==> config.mk <==
export PLATFORM = sky130hd
export DESIGN_NAME = byte_stuffing_frame_encoder_core
export DESIGN_NICKNAME = d
export VERILOG_FILES = /design/src/hw/rtl/bsfe_pkg.sv /design/src/hw/rtl/bsfe_front.sv /design/src/hw/rtl/bsfe_queue.sv /design/src/hw/rtl/bsfe_back.sv /design/src/hw/rtl/byte_stuffing_frame_encoder_core.sv
export SDC_FILE = /design/constraint.sdc
export NUM_CORES = 1
export LEC_CHECK = 0
export BUFFER_PORTS_ARGS = -buffer_cell sky130_fd_sc_hd__buf_4
export CORE_MARGIN = 3
export CORE_UTILIZATION = 39
export DETAILED_ROUTE_END_ITERATION = 10
export PLACE_DENSITY = 0.67
export SYNTH_ARGS = -nofsm -noshare
export SYNTH_HDL_FRONTEND = slang
export SYNTH_SLANG_ARGS = --single-unit
==> constraint.sdc <==
create_clock -name clk -period 3 [get_ports clk]
set_input_delay 0.6 -clock clk [delete_from_list [all_inputs] [get_ports clk]]
set_output_delay 0.6 -clock clk [all_outputs]
set_load 0.05 [all_outputs]
==> src/hw/rtl/bsfe_pkg.sv <==
// Shared types, constants and helper functions for the byte-stuffing frame encoder.
package bsfe_pkg;

    // Framing, escape and header byte values.
    localparam logic [7:0] FLAG_BYTE = 8'h5C;
    localparam logic [7:0] ESC_BYTE  = 8'h5D;
    localparam logic [7:0] ESC_FLAG  = 8'h7C;
    localparam logic [7:0] ESC_ESC   = 8'h7D;
    localparam logic [7:0] HDR_ADDR  = 8'h03;
    localparam logic [7:0] HDR_CTRL  = 8'h07;
    localparam logic [7:0] HDR_BCC   = 8'h04;

    // Command queue geometry.
    localparam int QDepth = 2;
    localparam int QPtrW  = (QDepth > 1) ? $clog2(QDepth) : 1;
    localparam int QCntW  = $clog2(QDepth + 1);

    // One input transfer.
    typedef struct packed {
        logic [7:0] data_byte;
        logic       last_byte;
    } bsfe_in_t;

    // One output transfer.
    typedef struct packed {
        logic [7:0] out_byte;
        logic       run_end;
        logic       frame_end;
    } bsfe_out_t;

    // Classified work item passed from the front end to the serializer.
    typedef struct packed {
        logic       hdr;
        logic [7:0] data;
        logic       last;
        logic [7:0] chk;
    } bsfe_cmd_t;

    // Queue status seen by the front end and the serializer.
    typedef struct packed {
        logic full;
        logic empty;
    } bsfe_qstat_t;

    // Serializer phases.
    typedef enum logic [3:0] {
        PH_START,
        PH_HDR0,
        PH_HDR1,
        PH_HDR2,
        PH_HDR3,
        PH_DATA,
        PH_DATA2,
        PH_CHK,
        PH_CHK2,
        PH_FLAG
    } bsfe_phase_t;

    // True when a byte must be sent as an escape pair.
    function automatic logic needs_esc(input logic [7:0] b);
        needs_esc = (b == FLAG_BYTE) || (b == ESC_BYTE);
    endfunction

    // Second byte of the escape pair.
    function automatic logic [7:0] esc_code(input logic [7:0] b);
        esc_code = (b == FLAG_BYTE) ? ESC_FLAG : ESC_ESC;
    endfunction

endpackage

==> src/hw/rtl/bsfe_front.sv <==
// Front end: accepts payload bytes, tracks frame state and the running XOR check.
module bsfe_front (
    input  logic                 clk,
    input  logic                 rst_n,
    input  logic                 in_valid,
    output logic                 in_ready,
    input  bsfe_pkg::bsfe_in_t   in_data,
    input  bsfe_pkg::bsfe_qstat_t q_stat,
    output logic                 push,
    output bsfe_pkg::bsfe_cmd_t  push_cmd
);

    logic       in_frame_reg;
    logic       in_frame_next;
    logic [7:0] check_accum_reg;
    logic [7:0] check_accum_next;
    logic       hdr;
    logic [7:0] acc_new;

    // Classify the incoming byte and build the command for the serializer.
    always_comb
    begin
        hdr              = !in_frame_reg;
        acc_new          = (hdr ? 8'h00 : check_accum_reg) ^ in_data.data_byte;
        in_ready         = !q_stat.full;
        push             = in_valid && in_ready;
        push_cmd.hdr     = hdr;
        push_cmd.data    = in_data.data_byte;
        push_cmd.last    = in_data.last_byte;
        push_cmd.chk     = acc_new;
        in_frame_next    = in_frame_reg;
        check_accum_next = check_accum_reg;
        if (push)
        begin
            in_frame_next    = !in_data.last_byte;
            check_accum_next = in_data.last_byte ? 8'h00 : acc_new;
        end
    end

    // Frame state registers.
    always_ff @(posedge clk or negedge rst_n)
    begin
        if (!rst_n)
        begin
            in_frame_reg    <= 1'b0;
            check_accum_reg <= 8'h00;
        end
        else
        begin
            in_frame_reg    <= in_frame_next;
            check_accum_reg <= check_accum_next;
        end
    end

    // A closed frame always leaves the check cleared.
    a_closed_clear: assert property (@(posedge clk) disable iff (!rst_n)
        !in_frame_reg |-> check_accum_reg == 8'h00)
        else $error("check not cleared outside a frame");

    // A transfer flagged last closes the frame.
    a_last_closes: assert property (@(posedge clk) disable iff (!rst_n)
        (push && in_data.last_byte) |=> !in_frame_reg)
        else $error("frame left open after last byte");

    // A transfer not flagged last leaves the frame open.
    a_open_stays: assert property (@(posedge clk) disable iff (!rst_n)
        (push && !in_data.last_byte) |=> in_frame_reg)
        else $error("frame closed without last byte");

endmodule

==> src/hw/rtl/bsfe_queue.sv <==
// Short command queue between the front end and the serializer.
module bsfe_queue (
    input  logic                  clk,
    input  logic                  rst_n,
    input  logic                  push,
    input  bsfe_pkg::bsfe_cmd_t   push_cmd,
    input  logic                  pop,
    output bsfe_pkg::bsfe_cmd_t   head,
    output bsfe_pkg::bsfe_qstat_t q_stat
);

    bsfe_pkg::bsfe_cmd_t             entry_reg [bsfe_pkg::QDepth];
    logic [bsfe_pkg::QPtrW-1:0]      wptr_reg;
    logic [bsfe_pkg::QPtrW-1:0]      wptr_next;
    logic [bsfe_pkg::QPtrW-1:0]      rptr_reg;
    logic [bsfe_pkg::QPtrW-1:0]      rptr_next;
    logic [bsfe_pkg::QCntW-1:0]      count_reg;
    logic [bsfe_pkg::QCntW-1:0]      count_next;

    localparam logic [bsfe_pkg::QPtrW-1:0] LastPtr = bsfe_pkg::QPtrW'(bsfe_pkg::QDepth - 1);
    localparam logic [bsfe_pkg::QCntW-1:0] FullCnt = bsfe_pkg::QCntW'(bsfe_pkg::QDepth);

    // Pointer and occupancy updates.
    always_comb
    begin
        q_stat.full  = (count_reg == FullCnt);
        q_stat.empty = (count_reg == '0);
        head         = entry_reg[rptr_reg];
        wptr_next    = wptr_reg;
        rptr_next    = rptr_reg;
        count_next   = count_reg;
        if (push)
        begin
            wptr_next = (wptr_reg == LastPtr) ? '0 : wptr_reg + 1'b1;
        end
        if (pop)
        begin
            rptr_next = (rptr_reg == LastPtr) ? '0 : rptr_reg + 1'b1;
        end
        if (push && !pop)
        begin
            count_next = count_reg + 1'b1;
        end
        else if (pop && !push)
        begin
            count_next = count_reg - 1'b1;
        end
    end

    // Control registers.
    always_ff @(posedge clk or negedge rst_n)
    begin
        if (!rst_n)
        begin
            wptr_reg  <= '0;
            rptr_reg  <= '0;
            count_reg <= '0;
        end
        else
        begin
            wptr_reg  <= wptr_next;
            rptr_reg  <= rptr_next;
            count_reg <= count_next;
        end
    end

    // Entry storage.
    always_ff @(posedge clk)
    begin
        if (push)
        begin
            entry_reg[wptr_reg] <= push_cmd;
        end
    end

    // Occupancy never exceeds the depth.
    a_count_bound: assert property (@(posedge clk) disable iff (!rst_n)
        count_reg <= FullCnt)
        else $error("queue overfilled");

    // No removal from an empty queue.
    a_no_underflow: assert property (@(posedge clk) disable iff (!rst_n)
        pop |-> !q_stat.empty)
        else $error("pop from empty queue");

    // No insertion into a full queue.
    a_no_overflow: assert property (@(posedge clk) disable iff (!rst_n)
        push |-> !q_stat.full)
        else $error("push into full queue");

endmodule

==> src/hw/rtl/bsfe_back.sv <==
// Serializer: turns queued commands into header, stuffed data, check and flag bytes.
module bsfe_back (
    input  logic                  clk,
    input  logic                  rst_n,
    input  bsfe_pkg::bsfe_cmd_t   head,
    input  bsfe_pkg::bsfe_qstat_t q_stat,
    output logic                  pop,
    output logic                  out_valid,
    input  logic                  out_ready,
    output bsfe_pkg::bsfe_out_t   out_data
);

    bsfe_pkg::bsfe_phase_t phase_reg;
    bsfe_pkg::bsfe_phase_t phase_next;
    bsfe_pkg::bsfe_phase_t eff;
    logic                  out_valid_reg;
    logic                  out_valid_next;
    bsfe_pkg::bsfe_out_t   out_data_reg;
    bsfe_pkg::bsfe_out_t   out_data_next;
    bsfe_pkg::bsfe_out_t   emit_data;
    logic                  emit;
    logic                  done;

    // Pick the next byte of the current command and advance the phase.
    always_comb
    begin
        emit = !q_stat.empty && (!out_valid_reg || out_ready);
        if (phase_reg == bsfe_pkg::PH_START)
        begin
            eff = head.hdr ? bsfe_pkg::PH_HDR0 : bsfe_pkg::PH_DATA;
        end
        else
        begin
            eff = phase_reg;
        end
        emit_data.frame_end = 1'b0;
        done                = 1'b0;
        phase_next          = bsfe_pkg::PH_START;
        case (eff)
            bsfe_pkg::PH_HDR0:
            begin
                emit_data.out_byte = bsfe_pkg::FLAG_BYTE;
                phase_next         = bsfe_pkg::PH_HDR1;
            end
            bsfe_pkg::PH_HDR1:
            begin
                emit_data.out_byte = bsfe_pkg::HDR_ADDR;
                phase_next         = bsfe_pkg::PH_HDR2;
            end
            bsfe_pkg::PH_HDR2:
            begin
                emit_data.out_byte = bsfe_pkg::HDR_CTRL;
                phase_next         = bsfe_pkg::PH_HDR3;
            end
            bsfe_pkg::PH_HDR3:
            begin
                emit_data.out_byte = bsfe_pkg::HDR_BCC;
                phase_next         = bsfe_pkg::PH_DATA;
            end
            bsfe_pkg::PH_DATA:
            begin
                if (bsfe_pkg::needs_esc(head.data))
                begin
                    emit_data.out_byte = bsfe_pkg::ESC_BYTE;
                    phase_next         = bsfe_pkg::PH_DATA2;
                end
                else
                begin
                    emit_data.out_byte = head.data;
                    phase_next         = head.last ? bsfe_pkg::PH_CHK : bsfe_pkg::PH_START;
                    done               = !head.last;
                end
            end
            bsfe_pkg::PH_DATA2:
            begin
                emit_data.out_byte = bsfe_pkg::esc_code(head.data);
                phase_next         = head.last ? bsfe_pkg::PH_CHK : bsfe_pkg::PH_START;
                done               = !head.last;
            end
            bsfe_pkg::PH_CHK:
            begin
                if (bsfe_pkg::needs_esc(head.chk))
                begin
                    emit_data.out_byte = bsfe_pkg::ESC_BYTE;
                    phase_next         = bsfe_pkg::PH_CHK2;
                end
                else
                begin
                    emit_data.out_byte = head.chk;
                    phase_next         = bsfe_pkg::PH_FLAG;
                end
            end
            bsfe_pkg::PH_CHK2:
            begin
                emit_data.out_byte = bsfe_pkg::esc_code(head.chk);
                phase_next         = bsfe_pkg::PH_FLAG;
            end
            bsfe_pkg::PH_FLAG:
            begin
                emit_data.out_byte  = bsfe_pkg::FLAG_BYTE;
                emit_data.frame_end = 1'b1;
                done                = 1'b1;
            end
            default:
            begin
                emit_data.out_byte = bsfe_pkg::FLAG_BYTE;
                done               = 1'b1;
            end
        endcase
        emit_data.run_end = done;
        pop               = emit && done;
        if (!emit)
        begin
            phase_next = phase_reg;
        end
        out_valid_next = out_valid_reg;
        out_data_next  = out_data_reg;
        if (emit)
        begin
            out_valid_next = 1'b1;
            out_data_next  = emit_data;
        end
        else if (out_ready)
        begin
            out_valid_next = 1'b0;
        end
        out_valid = out_valid_reg;
        out_data  = out_data_reg;
    end

    // Phase and output valid registers.
    always_ff @(posedge clk or negedge rst_n)
    begin
        if (!rst_n)
        begin
            phase_reg     <= bsfe_pkg::PH_START;
            out_valid_reg <= 1'b0;
        end
        else
        begin
            phase_reg     <= phase_next;
            out_valid_reg <= out_valid_next;
        end
    end

    // Output payload register.
    always_ff @(posedge clk)
    begin
        out_data_reg <= out_data_next;
    end

    // A closing flag is always the last byte of its run and carries the flag value.
    a_flag_shape: assert property (@(posedge clk) disable iff (!rst_n)
        (out_valid_reg && out_data_reg.frame_end) |->
            (out_data_reg.run_end && out_data_reg.out_byte == bsfe_pkg::FLAG_BYTE))
        else $error("malformed closing flag");

    // The header starts with the flag and then the address byte.
    a_hdr_seq: assert property (@(posedge clk) disable iff (!rst_n)
        (emit && eff == bsfe_pkg::PH_HDR0) |=> phase_reg == bsfe_pkg::PH_HDR1)
        else $error("header sequence broken");

    // Popping a command returns the serializer to its start phase.
    a_pop_restart: assert property (@(posedge clk) disable iff (!rst_n)
        pop |=> phase_reg == bsfe_pkg::PH_START)
        else $error("phase not reset after pop");

endmodule

==> src/hw/rtl/byte_stuffing_frame_encoder_core.sv <==
// An accepted byte is written into the command queue, then the serializer registers it in the output register.
// The serializer sends one output byte per cycle while the output is ready and a command is queued, so an
// input byte gives from one output byte (plain data byte) up to nine (header, escaped data, escaped check, flag).
// A two-entry command queue lets input transfers continue while the serializer is busy.
// Reset (rst_n, asynchronous, active low) closes any open frame, clears the check and
// empties the queue and the output register.
module byte_stuffing_frame_encoder_core (
    input  logic                clk,
    input  logic                rst_n,
    input  logic                in_valid,
    output logic                in_ready,
    input  bsfe_pkg::bsfe_in_t  in_data,
    output logic                out_valid,
    input  logic                out_ready,
    output bsfe_pkg::bsfe_out_t out_data
);

    bsfe_pkg::bsfe_qstat_t q_stat;
    bsfe_pkg::bsfe_cmd_t   push_cmd;
    bsfe_pkg::bsfe_cmd_t   head;
    logic                  push;
    logic                  pop;

    bsfe_front u_front (
        .clk      (clk),
        .rst_n    (rst_n),
        .in_valid (in_valid),
        .in_ready (in_ready),
        .in_data  (in_data),
        .q_stat   (q_stat),
        .push     (push),
        .push_cmd (push_cmd)
    );

    bsfe_queue u_queue (
        .clk      (clk),
        .rst_n    (rst_n),
        .push     (push),
        .push_cmd (push_cmd),
        .pop      (pop),
        .head     (head),
        .q_stat   (q_stat)
    );

    bsfe_back u_back (
        .clk       (clk),
        .rst_n     (rst_n),
        .head      (head),
        .q_stat    (q_stat),
        .pop       (pop),
        .out_valid (out_valid),
        .out_ready (out_ready),
        .out_data  (out_data)
    );

endmodule

# == Word level (Yosys, flattened, before mapping) ==
# Memory sizes are Yosys's and may differ from the RTL's.
# Index checks and enable logic that the tools add are counted.
# word_totals
reg_bits,28
memories,1
input_bits,13
ramBits,36
# mem_list
name,words,word_bits,rd,rd_ports_with_merged_regs,write_ports,line_no,text
u_queue.entry_reg,2,18,1,0,1,bsfe_queue.sv:12,bsfe_pkg::bsfe_cmd_t entry_reg [bsfe_pkg::QDepth];
# classes
eq_ne,14
n_addsub,4
reduce_logical,21
mux,24
n_bitwise,1
# ops
cell,count
$pmux W8 S7,1
$eq A8 B7 Y1 const B,4
$mux W8,4
$pmux W4 S8,1
$eq A4 B3 Y1 const B,4
$mux W1,11
$eq A4 B2 Y1 const B,2
$eq A4 B4 Y1 const B,2
$logic_not A1 Y1,8
$mux W4,2
$xor A8 B8 Y8,1
$mux W3,2
$reduce_or A6 Y1,1
$logic_and A1 B1 Y1,5
$eq A4 B1 Y1 const B,1
$logic_not A4 Y1,1
$mux W2,2
$reduce_bool A2 Y1,2
$logic_or A1 B1 Y1,3
$pmux W1 S3,1
$add A1 B1 Y1 const B,2
$add A2 B1 Y2 const B,1
$eq A2 B2 Y1 const B,1
$logic_not A2 Y1,1
$sub A2 B1 Y2 const B,1

# == Depth between registers and ports, before layout ==
# An unclocked memory read counts as a cell.
# logic_depth
ltp_word,10
depth_mapped,9
ltp_nobuf,8

# == By module ==
# From an unflattened synthesis, not the netlist that was laid out.
# unflattened
hier_cells,256
hier_area_um2,3271.9
# by_module_without_submodules
mod,seq_area_each_um2,instances,area_each_um2,cells_per_inst
bsfe_queue,1181.1,1,1535.2,72
bsfe_back,425.4,1,992.2,100
bsfe_front,225.2,1,744.5,84

# == Least setup slack after synthesis ==
# No wires, ideal clock.
# synth_timing
path_kind,reg-to-reg
from,register u_queue.count_reg[0] (netlist bit)
to,"memory u_queue.entry_reg[0][0] (netlist bit), enable pin"
n_path_buf,2
arrival_ns,2.193
setup_slack_ns,0.414
setup_ns,0.392
stages_incl_launch_ff,6
cell_sequence,dfrtp_1 > clkbuf_1 > nand2b_1 > nand2_1 > buf_2 > nor2_1
# synth_via
elab_chain_len,5
# synth_rtl
element,line_no,text
start: declaration,bsfe_queue.sv:17,logic [bsfe_pkg::QCntW-1:0] count_reg;
start signal: assignment,bsfe_queue.sv:63,count_reg <= count_next;
$eq A2 B2 Y1,bsfe_queue.sv:26,q_stat.full = (count_reg == FullCnt);
$logic_not A1 Y1,bsfe_front.sv:25,in_ready = !q_stat.full;
net in_ready,byte_stuffing_frame_encoder_core.sv:11,"output logic in_ready,"
$logic_and A1 B1 Y1,bsfe_front.sv:26,push = in_valid && in_ready;
$mux W1,bsfe_queue.sv:70,if (push)
$mux W1 (not written as such),bsfe_queue.sv:72,entry_reg[wptr_reg] <= push_cmd;
end: declaration,bsfe_queue.sv:12,
# The timed path passes the listed nets, and every way through them passes these cells.

# == Final worst setup path ==
# layout_timing
from,register u_queue.rptr_reg
to,register u_queue.count_reg[1] (netlist bit)
# layout_via
elab_chain_len,10
# layout_rtl
element,line_no,text
start: declaration,bsfe_queue.sv:15,logic [bsfe_pkg::QPtrW-1:0] rptr_reg;
start signal: assignment,bsfe_queue.sv:62,rptr_reg <= rptr_next;
$mem_v2 Z2 W18 *,-,
$mux W3,bsfe_back.sv:30,eff = head.hdr ? bsfe_pkg::PH_HDR0 : bsfe_pkg::PH_DATA;
$mux W4,bsfe_back.sv:28,if (phase_reg == bsfe_pkg::PH_START)
$eq A4 B1 Y1 (tied with other cells),bsfe_back.sv:39,case (eff)
$reduce_or A6 Y1 (no source line),-,
$pmux W1 S3 *,bsfe_back.sv:39,
$logic_and A1 B1 Y1 *,bsfe_back.sv:111,pop = emit && done;
$logic_not A1 Y1,bsfe_queue.sv:40,if (push && !pop)
$logic_and A1 B1 Y1,bsfe_queue.sv:40,
$mux W2 or $reduce_bool A2 Y1 (tied branches),-,
# Every way passes the cells marked *; elsewhere a longest branch is shown, timed or not.
# A chain may end at the register's enable or synchronous reset.

==> qor.yml <==
status: "complete, no violations"
core_area_um2: 7330
setup_viol: 0
synth_fa_ha_area_share_pct: 0.422
finalCriticalPeriod_ns: 2.35
die_w_um: 93.2
muxShareOfSynthArea_pct: 7.25
dieHeight_um: 93.2
final_util_pct: 46.6
ir_worst_vdd_mv: 0.468
postRouteAntennaNets: 0
place_congestion: 0.794
synthXorXnorAreaFrac_pct: 4.13
clockBufferDepth: 2
synth_area_um2: 2970
cts_tree: "built"
antenna_found_initial: 0
cap_violations: 0
grt_max_degree: 20
n_antenna_cell: 0
hp-class: "in2async"
crit_chain: "mux2i_4, a31oi_4, nor4_4, o31ai_4, ha_1, xor2_1, nor2_1, xor2_1"
endpoint_kind: "register"
htree_levels: 3
clk_latency_ns: 0.35
yosysSeqAreaShare_pct: 61.7
slowest_delay_ns: 0.55
cp_data_required_time_ns: 3.27
synth_ff_type: "edfxtp_1"
setup_tns_ns: 0
grt_usage_pct: 13.9
hold_viol: 0
via_count: 1786
path_clk_slew_ns: 0.07
synth_warnings: 0
synth-edff-count: 46
top_level_ports: 25
p_clk_share_pct: 18.9
overflow: 0
final_cell_mix: "edfxtp_1 (46), buf_4 (26), nor2_1 (20)"
ctsHoldBuffers: 0
synth_top_cell_area_share_pct: 46.5
pwr-share-seq_pct: 42.1
rsz0062_at_grt: "false"
p_int_mw: 2.30
mostFrequentLayoutCell: "edfxtp_1"
cts-root-buf: "clkbuf_8"
syn_avg_cell_area_um2: 13.3
dr.pass1.iters: 4
post_cts_resized: 0
rows: 31
largest_register_ff_count: 36
drcViolationCount: 0
leakage_nw: 1.28
cp_common_cell: "xor2_1"
syn_inst: 223
yosys.area.top_type: "edfxtp_1"
cts_setup_buffers: 0
portBuffers: 24
critPathKind: "reg2reg"
area_growth_pct: 15.2
slew_headroom_pct: 46.0
p_per_area_nw_per_um2: 1110
drive_above_1_share_pct: 20.1
arrival_ns: 2.62
fin_nets: 263
crit_slowest_cell: "dfrtp_1"
totalWireLength_um: 5470
skew_ns: 0.0105
max_slew.worst_pin.slew_ns: 0.810
syn-num-nets: 237
drtIter0Drc: 86
maxSlewViolCount: 0
synthSimpleGateAreaFrac_pct: 13.4
min_period_over_period_pct: 78.4
via_per_inst: 5.06
start_kind: "register"
switching_power_mw: 1.51
hpwl_um: 3980
async_flop_share_pct: 28.1
synth-compound-area-share_pct: 10.6
combPwrFrac_pct: 39.0
clock.fmax_ghz: 0.425
crit_fanout: 12
cts.sinks: 64
routedWlPerCell_um: 15.5
start_util_pct: 40.5
grt_pass1_wl_um: 9070
swShare_pct: 39.6
synth_cell_types: 50
die-area_um2: 8690
cts_made_buffers: 9
grt_pass1_vias: 1791
ys_seq_elements: 64
synthTopCellsByArea: "edfxtp_1 (47%), dfrtp_1 (15%), mux2i_1 (5.7%), xnor2_1 (3.5%), nor2_1 (2.5%)"
synth_top_family_by_area: "simple AND/OR/NAND/NOR gates"
==> cells by family after synthesis <==
group | Yosys count
and+or+nand+nor | 70
DFF | 64
AOI/OAI and AO/OA | 40
muxes | 20
xor gates and xnor gates | 14
buffers and inverters | 14
adders and majority gates | 1
==> final timing paths <==
kind,from,to,slack [ns],cells past startpoint
hold reg to reg,u_queue.wptr_reg,u_queue.wptr_reg,0.50,1
max in group asynchronous,rst_n,u_back.phase_reg[0],2.68,1
setup / recovery,u_queue.rptr_reg,u_queue.count_reg[1],0.65,8
hold / removal,rst_n,u_front.check_accum_reg[4],0.11,1
min in group clk,in_data[5],u_queue.entry_reg[0][13],0.45,1
setup reg to reg,u_queue.rptr_reg,u_queue.count_reg[1],0.65,8
==> cell usage after synthesis (2+ instances only) <==
library cell and count:
nand2b_1 3, nor4_4 2, and3_1 3, nor2_1 20, mux2i_1 17, o21ai_0 12, nand3_1 2, clkbuf_1 4
nor3_1 5, a22o_1 8, xor2_1 2, a221oi_1 2, and2_1 2, nand4bb_1 2, edfxtp_1 46, buf_6 2
xnor2_1 12, buf_2 5, dfrtp_1 18, nor2b_1 4, nand2_1 17, nand4b_1 2, a21oi_1 2, o2bb2ai_1 2
inv_1 3, mux2_2 2
==> power groups by stage <==
stage	clock, mW	combinational (mW)	sequential [mW]
6_report	0.719	1.48	1.60
3_5_place_dp	0	1.49	1.62
4_1_cts	0.738	1.50	1.60
3_3_place_gp	0	1.47	1.60
2_1_floorplan	0	1.01	1.74
5_1_grt	0.769	1.62	1.64
==> worst max-delay path, delay by kind of cell (launching register included) <==
kind	cells	cell delay (ns)
and+or+nand+nor	2	0.51
AOI/OAI and AO/OA	2	0.34
muxes	1	0.36
xor gates and xnor gates	2	0.30
adders and majority gates	1	0.22
DFF	1	0.55
==> stage by stage <==
step	std cells	power, mW	instance area [um2]	setup slack (ns)	hold slack (ns)
6_report	353	3.80	3420	0.648	0.107
2_1_floorplan	223	2.75	2970	0.414	0.304
3_3_place_gp	337	3.07	3220	0.762	0.476
4_1_cts	353	3.84	3420	0.618	0.107
5_1_grt	353	4.04	3420	0.498	0.108
3_5_place_dp	337	3.11	3220	0.680	0.485
==> final cells by class <==
class / instances / area [um2]
Sequential cell: 64 / 1830
Tap cell: 99 / 124
Inverter: 3 / 11.3
Multi-Input combinational cell: 145 / 1060
Clock inverter: 7 / 70.1
Clock buffer: 9 / 124
Fill cell: 665 / 3910
Timing Repair Buffer: 26 / 195
==> layer usage <==
metal  global-route usage [%]  share of wire [%]  vias to the layer above
met2                     20.4                 45                       33
li1                         -                  -                      889
met1                     19.0                 49                      855
met3                     3.78                4.1                        9
met5                        0                  0                        -
met4                     7.08                2.1                        0
Power figures use the tool's default switching activity.
